==> src/sdf_pkg.sv <==
// ----------------------------------------------------------------------------
// sdf_pkg
// Shared types and constants of the signed decimal field formatter.
// ----------------------------------------------------------------------------
package sdf_pkg;

	// Field size limit: the smaller of MAX_FIELD and the result capacity
	localparam int MAX_FIELD   = 64;
	localparam int OUT_CAP     = 64;
	localparam int FIELD_LIMIT = (MAX_FIELD < OUT_CAP) ? MAX_FIELD : OUT_CAP;
	localparam int FLD_W       = $clog2(FIELD_LIMIT + 1);

	// Decimal conversion
	localparam int NDIG_MAX  = 10;
	localparam int DIG_IDX_W = $clog2(NDIG_MAX);
	localparam logic [31:0] RECIP10 = 32'hCCCC_CCCD;   // ceil(2^35 / 10)

	// Stream widths
	localparam int IN_TDATA_W  = 56;
	localparam int OUT_TDATA_W = 40;

	// Characters
	localparam logic [7:0] CH_ZERO  = 8'h30;
	localparam logic [7:0] CH_SPACE = 8'h20;
	localparam logic [7:0] CH_MINUS = 8'h2D;

	// Classified item passed from the front part to the back part
	typedef struct packed {
		logic [31:0]      mag;
		logic             neg;
		logic [FLD_W-1:0] width;
		logic [FLD_W-1:0] prec;
		logic             has_prec;
		logic             left;
		logic             zpad;
	} item_t;

	// Back part sequencer
	typedef enum logic [3:0] {
		S_IDLE = 4'b0001,
		S_CONV = 4'b0010,
		S_PLAN = 4'b0100,
		S_EMIT = 4'b1000
	} back_state_t;

endpackage

==> src/sdf_front.sv <==
// ----------------------------------------------------------------------------
// sdf_front
// Accepts input items and classifies them: magnitude and sign, effective
// width and justification, saturated precision and effective zero padding.
// ----------------------------------------------------------------------------
module sdf_front import sdf_pkg::*; (
	input  logic                  s_axis_tvalid,
	output logic                  s_axis_tready,
	input  logic [IN_TDATA_W-1:0] s_axis_tdata,
	input  logic                  q_full,
	output logic                  push,
	output item_t                 item
);

	logic [31:0] value;
	logic [7:0]  fw;
	logic [6:0]  pbits;
	logic        left_align;
	logic        zero_pad;
	logic [7:0]  wabs;
	logic [7:0]  plim;
	logic [7:0]  praw;
	logic        left_eff;
	logic        has_prec;

	// Unpack
	assign value      = s_axis_tdata[31:0];
	assign fw         = s_axis_tdata[39:32];
	assign pbits      = s_axis_tdata[46:40];
	assign left_align = s_axis_tdata[47];
	assign zero_pad   = s_axis_tdata[48];

	// Handshake
	assign s_axis_tready = !q_full;
	assign push          = s_axis_tvalid && !q_full;

	// Classification
	always_comb begin
		left_eff = left_align || fw[7];
		wabs     = fw[7] ? (8'd0 - fw) : fw;
		has_prec = !pbits[6];
		praw     = has_prec ? {2'b00, pbits[5:0]} : 8'd0;
		plim     = 8'(FIELD_LIMIT) - {7'd0, value[31]};

		item.neg      = value[31];
		item.mag      = value[31] ? (32'd0 - value) : value;
		item.left     = left_eff;
		item.has_prec = has_prec;
		item.width    = (wabs > 8'(FIELD_LIMIT)) ? FLD_W'(FIELD_LIMIT) : wabs[FLD_W-1:0];
		item.prec     = (praw > plim) ? plim[FLD_W-1:0] : praw[FLD_W-1:0];
		item.zpad     = zero_pad && !has_prec && !left_eff;
	end

endmodule

==> config.mk <==
export PLATFORM = sky130hd
export DESIGN_NAME = sdf_front
export DESIGN_NICKNAME = d
export VERILOG_FILES = /design/src/sdf_pkg.sv /design/src/sdf_front.sv
export SDC_FILE = /design/constraint.sdc
export NUM_CORES = 1
export LEC_CHECK = 0
export BUFFER_PORTS_ARGS = -buffer_cell sky130_fd_sc_hd__buf_4
export CAP_MARGIN = 20
export CORE_ASPECT_RATIO = 1.75
export CORE_UTILIZATION = 30
export DETAILED_ROUTE_END_ITERATION = 6
export PLACE_DENSITY = 0.7
export SYNTH_ARGS = -nofsm -noshare
export SYNTH_HDL_FRONTEND = slang
export SYNTH_SLANG_ARGS = --single-unit
export TNS_END_PERCENT = 50
==> constraint.sdc <==
create_clock -name vclk -period 3.1
set_clock_uncertainty 0.05 [all_clocks]
set_input_delay 0.155 -clock vclk [all_inputs]
set_output_delay 0.155 -clock vclk [all_outputs]
set_load 0.005 [all_outputs]
==> load_flow_metrics.sql <==
INSERT INTO impl_metrics (metric_group, metric, value, unit) VALUES
('run_status', 'outcome', 'complete, no violations', ''),
('worst_setup_path', 'cpLargestDelayFamily', 'compound AO/OA/AOI/OAI gates', ''),
('worst_setup_path', 'crit_type', 'input port to output pin', ''),
('synthesis', 'synth_area_leaders', 'sky130_fd_sc_hd__xnor2_1 20%, sky130_fd_sc_hd__ha_1 7.9%, sky130_fd_sc_hd__o21ai_0 7.5%, sky130_fd_sc_hd__nand2_1 5.6%, sky130_fd_sc_hd__nor2_1 4.7%', ''),
('worst_setup_path', 'timing.critical_path.to_type', 'output pin', ''),
('final_layout', 'antennaDiodeCount', '0', ''),
('place', 'dp_slack', '0.6858', 'ns'),
('worst_setup_path', 'worstSetupStartpointType', 'input port', ''),
('global_routing', 'grt_use_met1', '0.1670', ''),
('route', 'vias', '1667', ''),
('global_routing', 'global_route_hottest_layer', 'met2', ''),
('route', 'avgRoutedWirePerCell', '12.24', 'um'),
('final_layout', 'n_sequential_cell', '0', ''),
('timing', 'tightest_slew', '0.5495', 'ns'),
('worst_setup_path', 'required', '2.89', 'ns'),
('job', 'drv.max_cap_violation_count', '0', ''),
('synthesis', 'syn-num-nets', '255', ''),
('global_routing', 'wire_length_of_the_first_global_routing_pass', '6.265', 'mm'),
('route', 'number_of_routed_nets_with_antenna_violations', '0', ''),
('timing', 'final_min_period_over_clock_period', '0.7796', ''),
('synthesis', 'ys_seq_area_frac', '0', ''),
('final_layout', 'n_fill_cell', '396', ''),
('min_path', 'hold_end', 'item[18]', ''),
('synthesis', 'synth_largest_area_cell', 'sky130_fd_sc_hd__xnor2_1', ''),
('route', 'route.final.wire_length', '4.027', 'mm'),
('final_layout', 'num-clock-buffers', '0', ''),
('global_routing', 'gr-usage-all-layers', '0.1705', ''),
('min_path', 'hold_path_startpoint', 's_axis_tdata[0]', ''),
('synthesis', 'number_of_warnings_reported_in_the_yosys_synthesis_log', '0', ''),
('timing', 'postLayoutSetupSlackWorst', '0.6834', 'ns'),
('synthesis', 'yosys-top-cells-count', '29 x sky130_fd_sc_hd__xnor2_1, 19 x sky130_fd_sc_hd__nand2_1, 19 x sky130_fd_sc_hd__o21ai_0, 16 x sky130_fd_sc_hd__nor2_1, 11 x sky130_fd_sc_hd__inv_1', ''),
('timing', 'finalWorstPathRequiredPeriod', '2.417', 'ns'),
('global_routing', 'gr_met2_demand_resource', '0.3696', ''),
('timing', 'timing.fmax', '413.8', 'MHz'),
('place', 'place.port_buffers', '102', ''),
('pwr', 'static-leakage-power', '0.9316', 'nW'),
('global_routing', 'global_routing_usage_on_met3', '0.02604', ''),
('synthesis', 'synthMostInstantiatedCell', 'sky130_fd_sc_hd__xnor2_1', ''),
('timing', 'timing_max_transition_violations_final', '0', ''),
('pwr', 'p_per_area', '146.0', 'nW/um^2'),
('final_layout', 'post-route-util', '0.5175', ''),
('cts', 'post_cts_resized', '0', ''),
('die', 'num_io_pins', '110', ''),
('final_layout', 'area.sequential', '0', 'um^2'),
('min_path', 'hold_path.class', 'input port to output pin', ''),
('die', 'floorplan.core_area', '3941', 'um^2'),
('synthesis', 'synth_top_area_share', '0.2006', ''),
('cts', 'hold_buffers', '0', ''),
('global_routing', 'vias_in_the_first_global_route', '1500', ''),
('global_routing', 'initial_antenna_violation_count', '0', ''),
('die', 'initial_utilization', '0.3213', ''),
('place', 'final_replace_weighted_congestion', '0.8107', ''),
('final_layout', 'synthToLayoutAreaGrowth', '61.07', '%'),
('worst_setup_path', 'path_cells', 'buf_4 -> inv_1 -> ha_1 -> nor2b_1 -> o21a_1 -> o21a_1 -> o21ai_0 -> o211ai_1 -> buf_4', ''),
('timing', 'slew_headroom', '0.6298', ''),
('worst_setup_path', 'slowest_cell_on_the_critical_path', 'sky130_fd_sc_hd__o21ai_0', ''),
('worst_setup_path', 'cp_max_fo', '34', ''),
('timing', 'rsz0062_at_grt', 'no', ''),
('place', 'dp_cells', '329', ''),
('worst_setup_path', 'worstPathBufferInverterCount', '3', ''),
('min_path', 'hold_depth', '2', ''),
('global_routing', 'grt_max_degree', '35', ''),
('final_layout', 'total_area_of_multi_input_combinational_cells', '1165', 'um^2'),
('timing', 'report.final.hold_viol_count', '0', ''),
('final_layout', 'drive_above_1_share', '0.4057', ''),
('route', 'firstDrtPassIters', '4', ''),
('synthesis', 'syn-instance-count', '189', ''),
('worst_setup_path', 'cp_data_arrival_time', '2.21', 'ns'),
('pwr', 'vdd_drop_max', '0.00007384', 'V'),
('route', 'drt_first_iter_violations', '16', ''),
('place', 'hpwl', '3.530', 'mm');
-- kinds of logic (layout without fill, tap and decap cells) --
kind of cell / Yosys count / after routing / share of synthesized area
mux: 1 / 1 / 0.007905
other cells: 1 / 1 / 0.002962
buf+inv: 22 / 114 / 0.08004
compound gates: 44 / 44 / 0.2372
xor+xnor: 34 / 34 / 0.2352
fa+ha+maj: 8 / 8 / 0.07905
simple gates: 79 / 79 / 0.3577
-- cell usage in the layout, fill, tap and decap left out, types with 2 or more instances in the layout --
master	n
sky130_fd_sc_hd__nor3_4	2
sky130_fd_sc_hd__xnor2_1	29
sky130_fd_sc_hd__o21a_1	3
sky130_fd_sc_hd__or3_1	2
sky130_fd_sc_hd__xor2_1	5
sky130_fd_sc_hd__nand4_1	3
sky130_fd_sc_hd__nand3_1	3
sky130_fd_sc_hd__and3_1	3
sky130_fd_sc_hd__nand2_1	19
sky130_fd_sc_hd__o41ai_1	4
sky130_fd_sc_hd__ha_1	8
sky130_fd_sc_hd__nand2b_1	2
sky130_fd_sc_hd__nand3b_1	2
sky130_fd_sc_hd__nor2b_1	8
sky130_fd_sc_hd__buf_4	103
sky130_fd_sc_hd__o31ai_1	8
sky130_fd_sc_hd__o21ai_0	19
sky130_fd_sc_hd__or4_4	2
sky130_fd_sc_hd__inv_1	11
sky130_fd_sc_hd__or2_2	2
sky130_fd_sc_hd__nor3_1	6
sky130_fd_sc_hd__nor4_1	2
sky130_fd_sc_hd__nor2_1	16
sky130_fd_sc_hd__o211ai_1	2
-- cell type report --
cell class / count / area share
Inverter: 11 / 0.02025
Tap cell: 48 / 0.02945
Multi-Input combinational cell: 167 / 0.5712
Timing Repair Buffer: 103 / 0.3791
-- metal layers --
layer / vias up / wire, um
met1: 736 / 1434
li1: 852 / -
met5: - / 0
met3: 0 / 387
met4: 0 / 0
met2: 79 / 2205
-- metrics by stage --
stage	power (mW)	hold WS, ns	cell area [um^2]
finish	0.2977	0.4533	2039
global route	0.3265	0.4555	2039
CTS	0.3008	0.4542	2039
detailed placement	0.2998	0.4548	2039
global placement	0.2967	0.4551	2039
floorplan	0.1260	0.2865	1266
-- power by group --
group | internal [mW] | switching, mW | total [mW]
Clock | 0 | 0 | 0
Combinational | 0.171 | 0.127 | 0.298
Sequential | 0 | 0 | 0
-- how the worst max path moves through the flow --
stage	startpoint	endpoint	slack [ns]	cells past startpoint
after floorplan	s_axis_tdata[31]	item[3]	1.17	8
after global placement	s_axis_tdata[31]	item[3]	0.72	9
after detailed placement	s_axis_tdata[31]	item[3]	0.69	9
after CTS	s_axis_tdata[31]	item[3]	0.68	9
after global routing	s_axis_tdata[31]	item[3]	0.50	9
final	s_axis_tdata[31]	item[3]	0.68	9
Power figures use the tool's default switching activity.
