===== src/sdf_pkg.sv =====
// ----------------------------------------------------------------------------
// sdf_pkg
// Shared types and constants of the signed decimal field formatter.
// ----------------------------------------------------------------------------
package sdf_pkg;

	// Field size limit: the smaller of MAX_FIELD and the result capacity
	localparam int MAX_FIELD   = 64;
	localparam int OUT_CAP     = 64;
	localparam int FIELD_LIMIT = (MAX_FIELD < OUT_CAP) ? MAX_FIELD : OUT_CAP;
	localparam int FLD_W       = $clog2(FIELD_LIMIT + 1);

	// Decimal conversion
	localparam int NDIG_MAX  = 10;
	localparam int DIG_IDX_W = $clog2(NDIG_MAX);
	localparam logic [31:0] RECIP10 = 32'hCCCC_CCCD;   // ceil(2^35 / 10)

	// Stream widths
	localparam int IN_TDATA_W  = 56;
	localparam int OUT_TDATA_W = 40;

	// Characters
	localparam logic [7:0] CH_ZERO  = 8'h30;
	localparam logic [7:0] CH_SPACE = 8'h20;
	localparam logic [7:0] CH_MINUS = 8'h2D;

	// Classified item passed from the front part to the back part
	typedef struct packed {
		logic [31:0]      mag;
		logic             neg;
		logic [FLD_W-1:0] width;
		logic [FLD_W-1:0] prec;
		logic             has_prec;
		logic             left;
		logic             zpad;
	} item_t;

	// Back part sequencer
	typedef enum logic [3:0] {
		S_IDLE = 4'b0001,
		S_CONV = 4'b0010,
		S_PLAN = 4'b0100,
		S_EMIT = 4'b1000
	} back_state_t;

endpackage


===== src/sdf_queue.sv =====
// ----------------------------------------------------------------------------
// sdf_queue
// Two-entry queue of classified items between front and back parts.
// ----------------------------------------------------------------------------
module sdf_queue import sdf_pkg::*; (
	input  logic  clk,
	input  logic  arst_n,
	input  logic  push,
	input  item_t push_item,
	input  logic  pop,
	output logic  full,
	output logic  head_valid,
	output item_t head
);

	item_t       ent_q [2];
	logic        wr_ptr_q;
	logic        rd_ptr_q;
	logic [1:0]  cnt_q;

	assign full       = (cnt_q == 2'd2);
	assign head_valid = (cnt_q != 2'd0);
	assign head       = ent_q[rd_ptr_q];

	// Pointers and fill count
	always_ff @(posedge clk or negedge arst_n) begin
		if (!arst_n) begin
			wr_ptr_q <= 1'b0;
			rd_ptr_q <= 1'b0;
			cnt_q    <= 2'd0;
		end else begin
			if (push)
				wr_ptr_q <= !wr_ptr_q;
			if (pop)
				rd_ptr_q <= !rd_ptr_q;
			cnt_q <= cnt_q + {1'b0, push} - {1'b0, pop};
		end
	end

	// Storage
	always_ff @(posedge clk) begin
		if (push)
			ent_q[wr_ptr_q] <= push_item;
	end

	a_cnt_range: assert property (@(posedge clk) disable iff (!arst_n)
		cnt_q != 2'd3) else $error("queue count out of range");
	a_no_overflow: assert property (@(posedge clk) disable iff (!arst_n)
		!(push && full && !pop)) else $error("push into full queue");
	a_no_underflow: assert property (@(posedge clk) disable iff (!arst_n)
		!(pop && !head_valid)) else $error("pop from empty queue");

endmodule


===== config.mk =====
export PLATFORM = sky130hd
export DESIGN_NAME = sdf_queue
export DESIGN_NICKNAME = d
export VERILOG_FILES = /design/src/sdf_pkg.sv /design/src/sdf_queue.sv
export SDC_FILE = /design/constraint.sdc
export NUM_CORES = 1
export LEC_CHECK = 0
export BUFFER_PORTS_ARGS = -buffer_cell sky130_fd_sc_hd__buf_2
export CAP_MARGIN = 30
export CORE_UTILIZATION = 40
export CTS_CLUSTER_DIAMETER = 40
export DETAILED_ROUTE_END_ITERATION = 8
export PLACE_DENSITY = 0.6
export SLEW_MARGIN = 20
export SYNTH_ARGS = -nofsm -noshare
export SYNTH_HDL_FRONTEND = slang
export SYNTH_SLANG_ARGS = --single-unit
export TNS_END_PERCENT = 20

===== constraint.sdc =====
create_clock -name clk -period 9.5 [get_ports clk]
set_clock_uncertainty 0.1 [all_clocks]
set_input_delay 2.375 -clock clk [delete_from_list [all_inputs] [get_ports clk]]
set_output_delay 2.375 -clock clk [all_outputs]
set_load 0.05 [all_outputs]

==> summary.txt, run 1 <==
Chip height -> 103 µm
Final worst-path setup slack -> 4.95 ns
Setup Fix Bufs, Post-CTS -> 0
Synthesis-to-finish area growth -> 19.9%
Clock period minus final worst setup slack -> 4.55 ns
Final hold viol count -> 0
HPWL after detailed placement -> 3880 µm
Clock tree from TritonCTS -> yes
Required time reported for the critical path endpoint -> 7.03 ns
CP startpoint -> rd_ptr_q
Wire length per cell after detailed routing -> 14.4 µm
Maximum count of clock buffers along a single path -> 2
Worst-Margin Slew -> 0.974 ns
Sort of element at the start of the critical path -> flop
Most area-consuming cells after synthesis -> edfxtp_1 (74%), mux2_4 (18%), buf_12 (2.5%)
Area fraction of the dominant cell type after synthesis -> 0.740
First-pass DRT Iterations -> 5
Starting density of the core -> 0.413
Fmax -> 220 MHz
Core Footprint -> 9820 µm²
Endpoint class of the critical path -> output pin
Floorplan row count -> 36
Setup repair after global routing missed its margin -> no
RR Endpoint -> ent_q[0][25]
Vias -> 1901
First DRT Iteration DRCs -> 49
Antenna diode instance count -> 0
Flip-flop and latch count after synthesis -> 104
CP Capture Point -> head[49]
Hold/Removal Path Class -> reg2reg
Hold path startpoint -> wr_ptr_q
Number of flops mapped to enable cells by yosys -> 100
FFs w/ async S/R, synth -> 0.0385
Aggregate negative setup slack -> 0 ns
Worst-case headroom to the max-slew limit -> 0.351
Clock latency of the later-clocked register in the worst-skew pair -> 0.34 ns
Grt ovf -> 0
Count of cells resized by post-cts repair -> 0
Pin count of the biggest net entering global routing -> 52
Critical Path Fanout Max -> 51
Layout fillers -> 873
Most instantiated library cell after synthesis -> edfxtp_1
Average instance area after synthesis -> 23.7 µm²
Routed wire length -> 6070 µm
Number of standard cells after synthesis -> 171
Netlist area before placement -> 4060 µm²
Max-cap check violation count -> 0
Total of warnings raised by yosys -> 0
Total number of H-tree levels -> 3
Boundary Pins -> 106
Number of sinks on the clock net -> 104
Pre-CTS setup slack -> 5.31 ns
First-pass GRT wire length -> 9030 µm
Leakage power of the design -> 1.98 nW
Via count of the first global-routing pass -> 1828
Hold-fix buffers at CTS -> 0
Final nets -> 339
Die extent in x -> 103 µm
Fin crit share -> 0.479
Number of endpoints failing setup at the final stage -> 0
Crit Path Category -> reg2out
Via-to-Cell Ratio -> 4.52
Arrival time at the worst endpoint -> 2.07 ns
Syn Nets -> 227
# DRC -> 0
Total GRT Usage -> 0.119
Cell at the root of the clock tree -> clkbuf_8
Most frequently used flop master after synthesis -> edfxtp_1
Worst vdd ir -> 144 µV
Antenna violations before repair -> 0
Clock transition time at the flip-flop clock pins of the worst setup and hold paths -> 0.09 ns
Number of cells on the worst reg-to-reg path -> 2
Run status -> complete, no violations
CTS buffer count -> 9
Distinct cell type count of the synthesized netlist -> 13
Register area share after synthesis -> 0.764
Cell area power density -> 341 nW/µm²
Number of max-slew violations in the final report -> 0
Number of routed nets with antenna violations -> 0
FF-to-FF setup slack -> 7.54 ns
DIE AREA -> 10600 µm²
Quantity of I/O buffers inserted on ports -> 105
Origin of the critical flop-to-flop path -> wr_ptr_q
Leading area contributor after synthesis -> edfxtp_1
Fraction of layout cells with a size suffix above 1 -> 0.611
Total Power Consumption -> 1.66 mW
Top cells by instance count after synthesis -> edfxtp_1 (100), mux2_4 (49), buf_12 (5), dfrtp_1 (4)
Placer's final routability congestion estimate -> 0.651
## logic make-up (layout without fill, tap and decap cells)
group	Yosys count	count (layout)	synth area share
adder cells (fa/ha/maj)	2	2	0.00616
multiplexers	50	50	0.184
XOR/XNOR	3	3	0.0102
AND/OR/NAND/NOR	4	4	0.00616
buffers and inverters	8	125	0.0293
flip-flops	104	104	0.764
## layer usage
metal | GRT usage | routed length, µm | up-vias | part of all wire
met4 | 0.0585 | 105 | 0 | 0.017
met2 | 0.194 | 3010 | 68 | 0.50
met1 | 0.141 | 2540 | 934 | 0.42
met5 | 0 | 0 | - | 0
met3 | 0.0393 | 413 | 10 | 0.068
li1 | - | - | 889 | -
## sequential cells by signal, indices dropped and copies added (netlist names)
name / cells
wr_ptr_q: 1
cnt_q: 2
rd_ptr_q: 1
ent_q: 100
## metrics by stage
stage                util  hold WS [ns]  std cells  instance area, µm²
floorplan               -         0.355        171                4060
CTS                 0.496         0.457        421                4870
finish              0.496         0.453        421                4870
global placement    0.475         0.421        405                4670
detailed placement  0.475         0.439        405                4670
global route        0.496         0.475        421                4870
## critical path, stage by stage (launching register included)
cell and delay (ns):
dfrtp_4 1.09, mux2_2 0.41, buf_2 0.21
## cell type report
class | count | area, µm² | area share
Sequential cell | 104 | 3110 | 0.638
Multi-Input combinational cell | 59 | 847 | 0.174
Timing Repair Buffer | 107 | 541 | 0.111
Tap cell | 133 | 166 | 0.0342
Clock buffer | 9 | 124 | 0.0254
Clock inverter | 7 | 76.3 | 0.0157
Inverter | 2 | 7.51 | 0.00154
## placed cells by master (no fill, tap or decap), types with 2 or more instances in the layout
master / n
buf_2: 105
buf_4: 2
clkbuf_8: 9
xor2_1: 2
inv_1: 2
inv_6: 4
dfrtp_1: 3
mux2_4: 49
edfxtp_1: 100
ha_1: 2
## worst min-delay path by stage
stage | end | slack [ns] | depth (start not counted)
after floorplan | wr_ptr_q | 0.36 | 1
after global placement | wr_ptr_q | 0.42 | 1
after detailed placement | wr_ptr_q | 0.44 | 1
after CTS | wr_ptr_q | 0.46 | 1
after global routing | wr_ptr_q | 0.48 | 1
final | wr_ptr_q | 0.45 | 1
## power breakdown
group	switching (mW)	internal, mW
Sequential	0.0834	0.609
Clock	0.150	0.125
Combinational	0.451	0.245
Total	0.684	0.979
Note: power is estimated with default switching activity, not from simulation.
==> run 2, diff against run 1 <==
--- a/config.mk
+++ b/config.mk
@@ -10,7 +10,7 @@
 export CORE_UTILIZATION = 40
 export CTS_CLUSTER_DIAMETER = 40
 export DETAILED_ROUTE_END_ITERATION = 8
-export PLACE_DENSITY = 0.6
+export PLACE_DENSITY = 0.63
 export SLEW_MARGIN = 20
 export SYNTH_ARGS = -nofsm -noshare
 export SYNTH_HDL_FRONTEND = slang
==> constraint.sdc (replaced) <==
create_clock -name clk -period 3.8 [get_ports clk]
set_clock_uncertainty 0.1 [all_clocks]
set_input_delay 0.95 -clock clk [delete_from_list [all_inputs] [get_ports clk]]
set_output_delay 0.95 -clock clk [all_outputs]
set_load 0.05 [all_outputs]
==> summary.txt, run 2 (synthesis results as in run 1) <==
Cell at the root of the clock tree -> clkbuf_8
Worst-case headroom to the max-slew limit -> 0.567 (+0.217)
Run status -> complete, no violations
Quantity of I/O buffers inserted on ports -> 105 (unchanged)
Grt ovf -> 0 (unchanged)
Clock transition time at the flip-flop clock pins of the worst setup and hold paths -> 0.09 ns (about the same)
First-pass DRT Iterations -> 4 (-1)
Aggregate negative setup slack -> 0 ns (unchanged)
Number of routed nets with antenna violations -> 0 (unchanged)
Floorplan row count -> 36 (unchanged)
Hold-fix buffers at CTS -> 0 (unchanged)
Worst vdd ir -> 379 µV (+160%)
Hold/Removal Path Class -> in2async
Total Power Consumption -> 4.31 mW (+160%)
Chip height -> 103 µm (unchanged)
Antenna violations before repair -> 0 (unchanged)
Via-to-Cell Ratio -> 4.50 (-0.37%)
Total GRT Usage -> 0.129 (+0.0105)
Routed wire length -> 6380 µm (+5.0%)
Required time reported for the critical path endpoint -> 2.75 ns (-4.28 ns)
Setup Fix Bufs, Post-CTS -> 0 (unchanged)
Number of max-slew violations in the final report -> 0 (unchanged)
Fraction of layout cells with a size suffix above 1 -> 0.610 (-0.000766)
Synthesis-to-finish area growth -> 22.1%
Met3 usage in global routing -> 0.0400 (+0.000678)
Boundary Pins -> 106 (unchanged)
CTS buffer count -> 9 (unchanged)
Via count of the first global-routing pass -> 1916 (+4.8%)
Die extent in x -> 103 µm (unchanged)
Fin crit share -> 0.824
Vias -> 1903 (+0.11%)
Endpoint class of the critical path -> output pin
Leakage power of the design -> 2.02 nW (+2.1%)
DIE AREA -> 10600 µm² (unchanged)
Max-cap check violation count -> 0 (unchanged)
Fmax -> 319 MHz
Grt peak-use layer -> met2
Commonest non-fill, non-tap cell in the layout -> buf_2
HPWL after detailed placement -> 4160 µm (+7.2%)
Pin count of the biggest net entering global routing -> 33 (-37%)
Setup repair after global routing missed its margin -> no
# DRC -> 0 (unchanged)
Core Footprint -> 9820 µm² (unchanged)
Design Area, Final -> 4960 µm² (+1.8%)
Top flop regs -> ent_q x100, cnt_q x2
Final nets -> 341 (+0.59%)
Sort of element at the start of the critical path -> flop
Critical Path Fanout Max -> 32 (-37%)
Layout fillers -> 857 (-1.8%)
Final cell count without fillers -> 423 (+0.48%)
Number of endpoints failing setup at the final stage -> 0 (unchanged)
Maximum count of clock buffers along a single path -> 2 (unchanged)
Placement-stage cell area -> 4710 µm² (+0.86%)
Total number of H-tree levels -> 3 (unchanged)
Count of cells resized by post-cts repair -> 0 (unchanged)
Register name with the most flops -> ent_q
Placer's final routability congestion estimate -> 0.620 (-4.7%)
Inst Count DP -> 407 (+0.49%)
Final hold viol count -> 0 (unchanged)
Clock latency of the later-clocked register in the worst-skew pair -> 0.36 ns (+0.02 ns)
First DRT Iteration DRCs -> 50 (+2.0%)
Clock tree from TritonCTS -> yes
Cell area power density -> 870 nW/µm² (+150%)
Number of sinks on the clock net -> 104 (unchanged)
Flip-flop count of the largest register, all copies and words added -> 100 (unchanged)
Crit Path Category -> reg2out
Arrival time at the worst endpoint -> 2.08 ns (about the same)
Starting density of the core -> 0.413 (unchanged)
Clock period minus final worst setup slack -> 3.13 ns
Met1 track demand over resource -> 0.146 (+0.00464)
Antenna diode instance count -> 0 (unchanged)
Routing usage on met2 -> 0.214 (+0.0200)
First-pass GRT wire length -> 9530 µm (+5.5%)
Worst-Margin Slew -> 0.648 ns (-0.326 ns)
Leading cell types in the layout, fill and taps excluded -> buf_2 (105), edfxtp_1 (100), mux2_4 (49)
Wire length per cell after detailed routing -> 15.1 µm (+4.5%)
run 2: cell types whose count changed in the layout (fill, tap and decap cells not counted):
cell,change
inv_6,-4
buf_12,+2
bufinv_16,+2
clkbuf_1,+2
clkbuf_8,+2
clkinv_1,-1
clkinvlp_4,-1
run 2: metal layers:
layer  routed length, µm  part of all wire
met5                   0                 0
met4                 155             0.024
met3                 386             0.061
met2                3230              0.51
met1                2600              0.41
run 2: area by class of cell:
class	count	area, µm²	share of cell area
Sequential cell	104	3110	0.627
Multi-Input combinational cell	59	847	0.171
Timing Repair Buffer	109	581	0.117
Tap cell	133	166	0.0336
Clock buffer	13	159	0.0321
Clock inverter	3	90.1	0.0182
Inverter	2	7.51	0.00151
run 2: path summary, 6_finish.rpt:
check                      startpoint            to  slack [ns]  cells past startpoint
max                          rd_ptr_q      head[48]        0.67                      3
min                            arst_n      cnt_q[0]        0.28                      1
max reg2reg                  wr_ptr_q  ent_q[0][35]        2.10                      2
min reg2reg                  wr_ptr_q      wr_ptr_q        0.45                      1
max in group asynchronous      arst_n      rd_ptr_q        3.17                      1
min in group clk             wr_ptr_q      wr_ptr_q        0.45                      1
run 2: through the flow:
stage | hold slack, ns | worst slack [ns] | util
after floorplan | 0.355 | 0.0698 | -
after global placement | 0.421 | 1.01 | 0.479
after detailed placement | 0.431 | 1.00 | 0.479
after CTS | 0.261 | 0.579 | 0.505
after global routing | 0.258 | 0.541 | 0.505
final | 0.285 | 0.668 | 0.505
run 2: report_power, final:
group	internal, mW	switching [mW]
Combinational	0.628	1.19
Clock	0.474	0.346
Sequential	1.52	0.154
run 2: worst max-delay path: stages, from the launching register on:
cell	delay, ns
dfrtp_4	0.83
buf_4	0.36
mux2_4	0.33
buf_2	0.21
